<file path="src/rtl/duri_pkg.sv">
`timescale 1ns / 1ps
// ----------------------------------------------------------------------------
// Data-URI payload decoder package
// Shared types, character codes and lookup functions for the percent and
// base64 decoding paths.
// ----------------------------------------------------------------------------
package duri_pkg;

    // Result queue depth and count width (count holds 0..QDepth)
    localparam int QDepth = 4;
    localparam int QCntW  = $clog2(QDepth + 1);

    // Most results one character can produce
    localparam int MaxRes = 3;

    // Character codes
    localparam logic [7:0] ChPercent = 8'h25;
    localparam logic [7:0] ChEqual   = 8'h3d;
    localparam logic [7:0] ChSpace   = 8'h20;
    localparam logic [7:0] ChTab     = 8'h09;
    localparam logic [7:0] ChLf      = 8'h0a;
    localparam logic [7:0] ChCr      = 8'h0d;
    localparam logic [7:0] ChPlus    = 8'h2b;
    localparam logic [7:0] ChSlash   = 8'h2f;

    // Base64 sextet values
    localparam logic [5:0] B64Plus  = 6'd62;
    localparam logic [5:0] B64Slash = 6'd63;
    localparam logic [7:0] B64LowerOfs = 8'd71;   // 'a' maps to 26
    localparam logic [7:0] B64UpperOfs = 8'd65;   // 'A' maps to 0
    localparam logic [7:0] B64DigitOfs = 8'd4;    // '0' maps to 52

    // Decode mode register values
    localparam logic ModePercent = 1'b0;
    localparam logic ModeBase64  = 1'b1;

    // Percent escape progress
    typedef enum logic [1:0] {
        PendNone = 2'd0,
        PendPct  = 2'd1,
        PendHex  = 2'd2
    } pend_t;

    // Base64 phase: bits short of a full byte are 8 - 2*phase
    localparam logic [1:0] PhaseShort8  = 2'd0;
    localparam logic [1:0] PhaseShort10 = 2'd3;

    // One result beat
    typedef struct packed {
        logic [7:0] data_byte;
        logic       byte_valid;
        logic       decode_error;
        logic       stream_end;
    } result_t;

    typedef struct packed {
        logic       ok;
        logic [3:0] val;
    } hex_t;

    typedef struct packed {
        logic       ok;
        logic [5:0] val;
    } b64_t;

    // Hex digit value, either case
    function automatic hex_t hex_of(input logic [7:0] c);
        hex_t r;
        r = '0;
        if (c >= "0" && c <= "9")
        begin
            r.ok  = 1'b1;
            r.val = c[3:0];
        end
        else if ((c >= "a" && c <= "f") || (c >= "A" && c <= "F"))
        begin
            r.ok  = 1'b1;
            r.val = c[3:0] + 4'd9;
        end
        return r;
    endfunction

    // Standard base64 alphabet value
    function automatic b64_t b64_of(input logic [7:0] c);
        b64_t       r;
        logic [7:0] v;
        r = '0;
        v = '0;
        if (c >= "A" && c <= "Z")
        begin
            v = c - B64UpperOfs;
            r.ok = 1'b1;
            r.val = v[5:0];
        end
        else if (c >= "a" && c <= "z")
        begin
            v = c - B64LowerOfs;
            r.ok = 1'b1;
            r.val = v[5:0];
        end
        else if (c >= "0" && c <= "9")
        begin
            v = c + B64DigitOfs;
            r.ok = 1'b1;
            r.val = v[5:0];
        end
        else if (c == ChPlus)
        begin
            r.ok = 1'b1;
            r.val = B64Plus;
        end
        else if (c == ChSlash)
        begin
            r.ok = 1'b1;
            r.val = B64Slash;
        end
        return r;
    endfunction

endpackage

</file>
<file path="src/rtl/data_uri_payload_decoder_unit.sv">
`timescale 1ns / 1ps
// A character's result beats are registered into the queue behind any waiting beats.
// Throughput: one character per cycle while each yields at most one result and the
//   output is not stalled; a character with two or three results stalls the input.
// The input is ready while the four-entry result queue holds at most one beat.
// Reset clears the decode state, empties the queue and selects percent mode.
// ----------------------------------------------------------------------------
// Data-URI payload decoder
// Decodes one payload character per beat in percent or base64 mode and
// queues up to three result beats per character.
// ----------------------------------------------------------------------------
module data_uri_payload_decoder_unit
(
    input  logic       clk,
    input  logic       rst_n,
    // Mode register write
    input  logic       cfg_wr_en,
    input  logic       cfg_wr_data,      // decode_mode
    // Character input
    input  logic       s_axis_tvalid,
    output logic       s_axis_tready,
    input  logic [7:0] s_axis_tdata,     // [7:0] char_code
    input  logic       s_axis_tlast,     // is_last
    // Result output
    output logic       m_axis_tvalid,
    input  logic       m_axis_tready,
    output logic [7:0] m_axis_tdata,     // [7:0] data_byte
    output logic [1:0] m_axis_tuser,     // [0] byte_valid, [1] decode_error
    output logic       m_axis_tlast      // stream_end
);

    localparam int QD = duri_pkg::QDepth;
    localparam int CW = duri_pkg::QCntW;

    // State
    logic             mode_reg;
    duri_pkg::pend_t  pend_reg, pend_next;
    logic [7:0]       held_reg, held_next;
    logic [11:0]      acc_reg, acc_next;
    logic [1:0]       phase_reg, phase_next;
    logic             pad_reg, pad_next;
    logic             err_reg, err_next;

    // Result queue: head always at entry 0
    duri_pkg::result_t q_reg  [QD];
    duri_pkg::result_t q_next [QD];
    logic [CW-1:0]     cnt_reg, cnt_next;

    // Decode outputs
    duri_pkg::result_t res [duri_pkg::MaxRes];
    logic [1:0]        res_n;

    logic          accept;
    logic          pop;
    logic [1:0]    push_n;
    logic [CW-1:0] base;

    assign accept = s_axis_tvalid && s_axis_tready;
    assign pop    = m_axis_tvalid && m_axis_tready;

    // Decode one character against the current state
    always_comb
    begin
        logic [7:0]      c;
        logic            last;
        duri_pkg::hex_t  hc;
        duri_pkg::hex_t  hh;
        duri_pkg::b64_t  bc;
        logic [11:0]     acc_sh;
        logic            fresh;
        logic [1:0]      pre_n;
        logic [7:0]      pre0;
        logic [7:0]      b0;
        logic [7:0]      b1;
        logic [7:0]      b2;
        logic [1:0]      n;

        c      = s_axis_tdata;
        last   = s_axis_tlast;
        hc     = duri_pkg::hex_of(c);
        hh     = duri_pkg::hex_of(held_reg);
        bc     = duri_pkg::b64_of(c);
        acc_sh = {acc_reg[5:0], bc.val};

        pend_next  = pend_reg;
        held_next  = held_reg;
        acc_next   = acc_reg;
        phase_next = phase_reg;
        pad_next   = pad_reg;
        err_next   = err_reg;
        fresh      = 1'b0;
        pre_n      = 2'd0;
        pre0       = duri_pkg::ChPercent;
        b0         = c;
        b1         = c;
        b2         = c;
        n          = 2'd0;

        if (mode_reg == duri_pkg::ModePercent)
        begin
            // Resolve any held escape
            case (pend_reg)
                duri_pkg::PendPct:
                begin
                    if (hc.ok && !last)
                    begin
                        held_next = c;
                        pend_next = duri_pkg::PendHex;
                    end
                    else
                    begin
                        pend_next = duri_pkg::PendNone;
                        pre_n     = 2'd1;
                        fresh     = 1'b1;
                    end
                end
                duri_pkg::PendHex:
                begin
                    pend_next = duri_pkg::PendNone;
                    if (hc.ok)
                    begin
                        pre_n = 2'd1;
                        pre0  = {(hh.ok ? hh.val : 4'd0), hc.val};
                    end
                    else
                    begin
                        pre_n = 2'd2;
                        fresh = 1'b1;
                    end
                end
                default:
                begin
                    pend_next = duri_pkg::PendNone;
                    fresh     = 1'b1;
                end
            endcase

            // Place flushed bytes, then the character itself
            b0 = (pre_n == 2'd0) ? c : pre0;
            b1 = (pre_n == 2'd1) ? c : held_reg;
            b2 = c;
            n  = pre_n;
            if (fresh)
            begin
                if (c == duri_pkg::ChPercent && !last)
                    pend_next = duri_pkg::PendPct;
                else
                    n = pre_n + 2'd1;
            end
        end
        else
        begin
            // Base64: skip after padding or error
            if (!pad_reg && !err_reg)
            begin
                if (c == duri_pkg::ChEqual)
                    pad_next = 1'b1;
                else if (c == duri_pkg::ChSpace || c == duri_pkg::ChTab ||
                         c == duri_pkg::ChLf || c == duri_pkg::ChCr)
                    pad_next = pad_reg;
                else if (!bc.ok)
                    err_next = 1'b1;
                else
                begin
                    acc_next = acc_sh;
                    if (phase_reg == duri_pkg::PhaseShort8)
                        phase_next = duri_pkg::PhaseShort10;
                    else
                    begin
                        phase_next = phase_reg - 2'd1;
                        n          = 2'd1;
                        case (phase_reg)
                            2'd1:    b0 = acc_sh[7:0];
                            2'd2:    b0 = acc_sh[9:2];
                            default: b0 = acc_sh[11:4];
                        endcase
                    end
                end
            end
        end

        // Build result beats
        res[0] = '{data_byte: b0, byte_valid: (n != 2'd0), decode_error: 1'b0,
                   stream_end: 1'b0};
        res[1] = '{data_byte: b1, byte_valid: 1'b1, decode_error: 1'b0,
                   stream_end: 1'b0};
        res[2] = '{data_byte: b2, byte_valid: 1'b1, decode_error: 1'b0,
                   stream_end: 1'b0};
        res_n  = n;

        // Stream end: mark final beat, clear state
        if (last)
        begin
            if (n == 2'd0)
            begin
                res[0].data_byte = 8'd0;
                res_n = 2'd1;
            end
            res[res_n - 2'd1].decode_error = err_next;
            res[res_n - 2'd1].stream_end   = 1'b1;
            pend_next  = duri_pkg::PendNone;
            held_next  = 8'd0;
            acc_next   = 12'd0;
            phase_next = duri_pkg::PhaseShort8;
            pad_next   = 1'b0;
            err_next   = 1'b0;
        end
    end

    // Queue update: shift on pop, append new beats behind the survivors
    assign push_n   = accept ? res_n : 2'd0;
    assign base     = cnt_reg - {{(CW-1){1'b0}}, pop};
    assign cnt_next = base + {{(CW-2){1'b0}}, push_n};

    always_comb
    begin
        logic [CW-1:0] slot;
        slot = '0;
        for (int i = 0; i < QD; i++)
        begin
            if (pop && i < QD - 1)
                q_next[i] = q_reg[(i < QD - 1) ? i + 1 : i];
            else
                q_next[i] = q_reg[i];
            slot = CW'(i) - base;
            if (CW'(i) >= base && slot < {{(CW-2){1'b0}}, push_n})
                q_next[i] = res[slot[1:0]];
        end
    end

    // Control state
    always_ff @(posedge clk or negedge rst_n)
    begin
        if (!rst_n)
        begin
            mode_reg  <= duri_pkg::ModePercent;
            pend_reg  <= duri_pkg::PendNone;
            held_reg  <= 8'd0;
            acc_reg   <= 12'd0;
            phase_reg <= duri_pkg::PhaseShort8;
            pad_reg   <= 1'b0;
            err_reg   <= 1'b0;
            cnt_reg   <= '0;
        end
        else
        begin
            if (cfg_wr_en)
                mode_reg <= cfg_wr_data;
            if (accept)
            begin
                pend_reg  <= pend_next;
                held_reg  <= held_next;
                acc_reg   <= acc_next;
                phase_reg <= phase_next;
                pad_reg   <= pad_next;
                err_reg   <= err_next;
            end
            cnt_reg <= cnt_next;
        end
    end

    // Queue payload
    always_ff @(posedge clk)
    begin
        for (int i = 0; i < QD; i++)
            q_reg[i] <= q_next[i];
    end

    // Ready while room for a full three-beat flush
    assign s_axis_tready = (cnt_reg < CW'(QD - duri_pkg::MaxRes + 1));

    assign m_axis_tvalid   = (cnt_reg != '0);
    assign m_axis_tdata    = q_reg[0].data_byte;
    assign m_axis_tuser[0] = q_reg[0].byte_valid;
    assign m_axis_tuser[1] = q_reg[0].decode_error;
    assign m_axis_tlast    = q_reg[0].stream_end;

endmodule

</file>
<file path="config.mk">
export PLATFORM = sky130hd
export DESIGN_NAME = data_uri_payload_decoder_unit
export DESIGN_NICKNAME = d
export VERILOG_FILES = /design/src/rtl/duri_pkg.sv /design/src/rtl/data_uri_payload_decoder_unit.sv
export SDC_FILE = /design/constraint.sdc
export NUM_CORES = 1
export LEC_CHECK = 0
export ABC_AREA = 1
export BUFFER_PORTS_ARGS = -buffer_cell sky130_fd_sc_hd__buf_2
export CORE_UTILIZATION = 50
export DETAILED_ROUTE_END_ITERATION = 10
export GPL_ROUTABILITY_DRIVEN = 1
export GPL_TIMING_DRIVEN = 0
export PLACE_DENSITY = 0.66
export SETUP_SLACK_MARGIN = 0.4
export SLEW_MARGIN = 25
export SYNTH_ARGS = -nofsm -noshare
export SYNTH_HDL_FRONTEND = slang
export SYNTH_SLANG_ARGS = --single-unit
</file>
<file path="constraint.sdc">
create_clock -name clk -period 12.37 [get_ports clk]
set_input_delay 2.474 -clock clk [delete_from_list [all_inputs] [get_ports clk]]
set_output_delay 2.474 -clock clk [all_outputs]
set_load 0.1 [all_outputs]
</file>
==> flow_metrics.py <==
metrics = {
    "run_status": {
        "outcome": "complete, no violations",
    },
    "clock_network": {
        "clk_latency_ns": 0.34,
        "ctsHoldBuffers": 0,
        "clock-sinks": 68,
        "clockRootBuffer": "clkbuf_16",
        "clk_path_buf_depth": 2,
        "cts_buffers": 9,
        "cts_resized": 0,
        "postCtsSetupRepairBufs": 0,
        "cts.htree.levels": 3,
        "clkTransAtPathRegs_ns": 0.06,
        "cts_tree": "built",
    },
    "layout": {
        "final_cell_mix": "nand2_1 (258), nand3_1 (78), inv_1 (66), a21oi_1 (53), nor2_1 (49)",
        "syn2layout_area_growth_pct": 10.5,
        "fin_util": 0.579,
        "final_common_cell": "nand2_1",
        "fillerInstances": 1073,
        "diodes": 0,
        "largest_reg_flops": 44,
        "fin_cells": 988,
        "nets": 894,
        "post-route-cell-area_sq_um": 6390,
        "drive_gt1_frac": 0.134,
    },
    "logic_synthesis": {
        "synth-main-ff-cell": "edfxtp_1",
        "async_flop_share": 0.353,
        "synth_cells": 805,
        "synth_warnings": 0,
        "syn_nets": 856,
        "synth_area_leaders": "edfxtp_1 (23%), nand2_1 (17%), dfrtp_1 (10%)",
        "synth.top_cell.area_share": 0.229,
        "synth_edf_count": 44,
        "yosysSeqAreaShare": 0.333,
        "synth_seq_cells": 68,
        "ys_types": 50,
        "syn_area_per_cell_sq_um": 7.18,
        "netlist_area_sq_um": 5780,
        "yosysTopAreaCell": "edfxtp_1",
    },
    "placement": {
        "place_area_sq_um": 6100,
        "place_congestion": 0.938,
        "port_buffers": 26,
        "place_inst": 972,
        "post-place-ws_ns": 4.17,
        "place.detailed.hpwl_microns": 12900,
    },
    "global_route": {
        "overflow": 0,
        "grt_pass1_vias": 5357,
        "grt_max_degree": 25,
        "grt_pass1_wl_microns": 27400,
        "grt_util_all_layers": 0.305,
        "antenna_found_initial": 0,
    },
    "drt": {
        "wirelength_microns": 16900,
        "routed-via-count": 5727,
        "wire_per_inst_microns": 17.1,
        "drc_errors": 0,
        "viasPerCell": 5.80,
        "drt_iter0_markers": 495,
        "drt_first_pass_iters": 5,
        "ant_nets": 0,
    },
    "die": {
        "die_width_microns": 110,
        "coreArea_sq_um": 11000,
        "io_pins": 28,
        "fp.dieH_microns": 110,
        "die_area_sq_um": 12000,
        "std_cell_rows": 38,
        "initial_core_util": 0.524,
    },
    "sta": {
        "fin_tns_setup_ns": 0,
        "finClkSkew_ns": 0.00582,
        "fin_crit_sh": 0.642,
        "hold_viol_final": 0,
        "fin_ws_ns": 4.43,
        "holdWs_ns": 0.510,
        "report.final.slew_viol_count": 0,
        "post-route-min-period_ns": 7.94,
        "max_slew_margin": 0.317,
        "worstMarginPinSlew_ns": 1.02,
        "rsz0062_at_grt": "false",
        "clock.fmax_mhz": 126,
        "setup_violations": 0,
    },
    "power": {
        "vdd_drop_max_mv": 0.224,
        "power_mw": 1.79,
        "power_density_nw_per_um2": 279,
        "p_leak_nw": 3.03,
    },
    "critical_path": {
        "crit_arrival_ns": 7.91,
        "critPathKind": "primary input to flop",
        "cp_max_fo": 11,
        "cp-end-kind": "flop",
        "critPathLaunchType": "primary input",
        "crit_required_ns": 12.34,
    },
    "job": {
        "cap_violations": 0,
    },
    "worst_hold_path": {
        "worstHoldPathType": "flop to flop",
    },
}
## critical path: stages
cell and delay, ns:
buf_2 0.12, buf_2 0.27, inv_1 0.23, ha_1 0.29
nand2_1 0.10, nand3_1 0.15, nand2_1 0.09, nand2_1 0.08
nand2_2 0.12, nand3_4 0.12, nand2_2 0.11, nand2_4 0.06
nand2_4 0.06, inv_2 0.04, ha_1 0.26, nand2_1 0.06
nand4_2 0.17, inv_1 0.07, nor2_2 0.20, inv_1 0.06
a21oi_1 0.27, ha_1 0.22, nor2_1 0.05, nor4_1 0.77
clkinv_1 0.58, clkbuf_1 0.37, nand2_1 0.48
## path summary, 6_finish.rpt
path,startpoint,end,slack [ns],cells after the start
min in group asynchronous,rst_n,err_reg,2.14,1
setup reg to reg,cnt_reg[2],q_reg[1][0],6.84,15
max in group asynchronous,rst_n,held_reg[3],9.83,1
hold reg to reg,q_reg[1][1],q_reg[0][1],0.51,2
hold / removal,q_reg[1][1],q_reg[0][1],0.51,2
setup / recovery,s_axis_tdata[2],q_reg[1][0],4.43,27
## layer usage
| layer | up-vias | part of all wire | GRT usage |
|---|---|---|---|
| met3 | 27 | 0.081 | 0.0581 |
| met5 | - | 0 | 0 |
| met4 | 0 | 0.018 | 0.0943 |
| li1 | 2748 | - | - |
| met2 | 231 | 0.44 | 0.479 |
| met1 | 2721 | 0.46 | 0.422 |
## where the power goes
| part | total (mW) | switching (mW) | leakage [nW] | internal (mW) |
|---|---|---|---|---|
| sequential | 0.436 | 0.0377 | 0.743 | 0.398 |
| combinational | 1.09 | 0.801 | 2.15 | 0.293 |
| clock | 0.256 | 0.101 | 0.137 | 0.155 |
## area by class of cell
class | instances | area (sq um) | share of cell area
well taps | 140 | 175 | 0.0274
plain buffers | 34 | 201 | 0.0315
inverters | 82 | 312 | 0.0488
clock buffers | 9 | 225 | 0.0353
clock inverters | 7 | 66.3 | 0.0104
multi-input cells | 621 | 3350 | 0.524
repair buffers | 27 | 138 | 0.0215
flip-flops and latches | 68 | 1920 | 0.301
## synthesized netlist by cell type (2+ instances only)
cell type	number
a21oi_1	53
a31oi_1	3
buf_2	7
buf_4	3
buf_6	5
clkbuf_1	17
clkinv_1	5
dfrtp_1	24
edfxtp_1	44
ha_1	35
inv_1	66
inv_2	9
nand2_1	258
nand2_2	9
nand2_4	8
nand3_1	78
nand3_2	11
nand3_4	2
nand4_1	9
nand4_2	2
nor2_1	49
nor2_2	6
nor3_1	2
nor4_1	2
o21ai_0	39
o21ai_1	8
o221ai_1	3
o22ai_1	14
or2_2	2
xnor2_1	2
xor2_1	11
## logic make-up (layout without fill, tap and decap cells)
logic type / Yosys count / after routing / synth area share
buf+inv: 116 / 159 / 0.0888
simple gates: 445 / 445 / 0.359
compound gates: 127 / 127 / 0.121
fa+ha+maj: 36 / 36 / 0.0792
flops: 68 / 68 / 0.333
xor+xnor: 13 / 13 / 0.0197
Note: power is estimated with default switching activity, not from simulation.
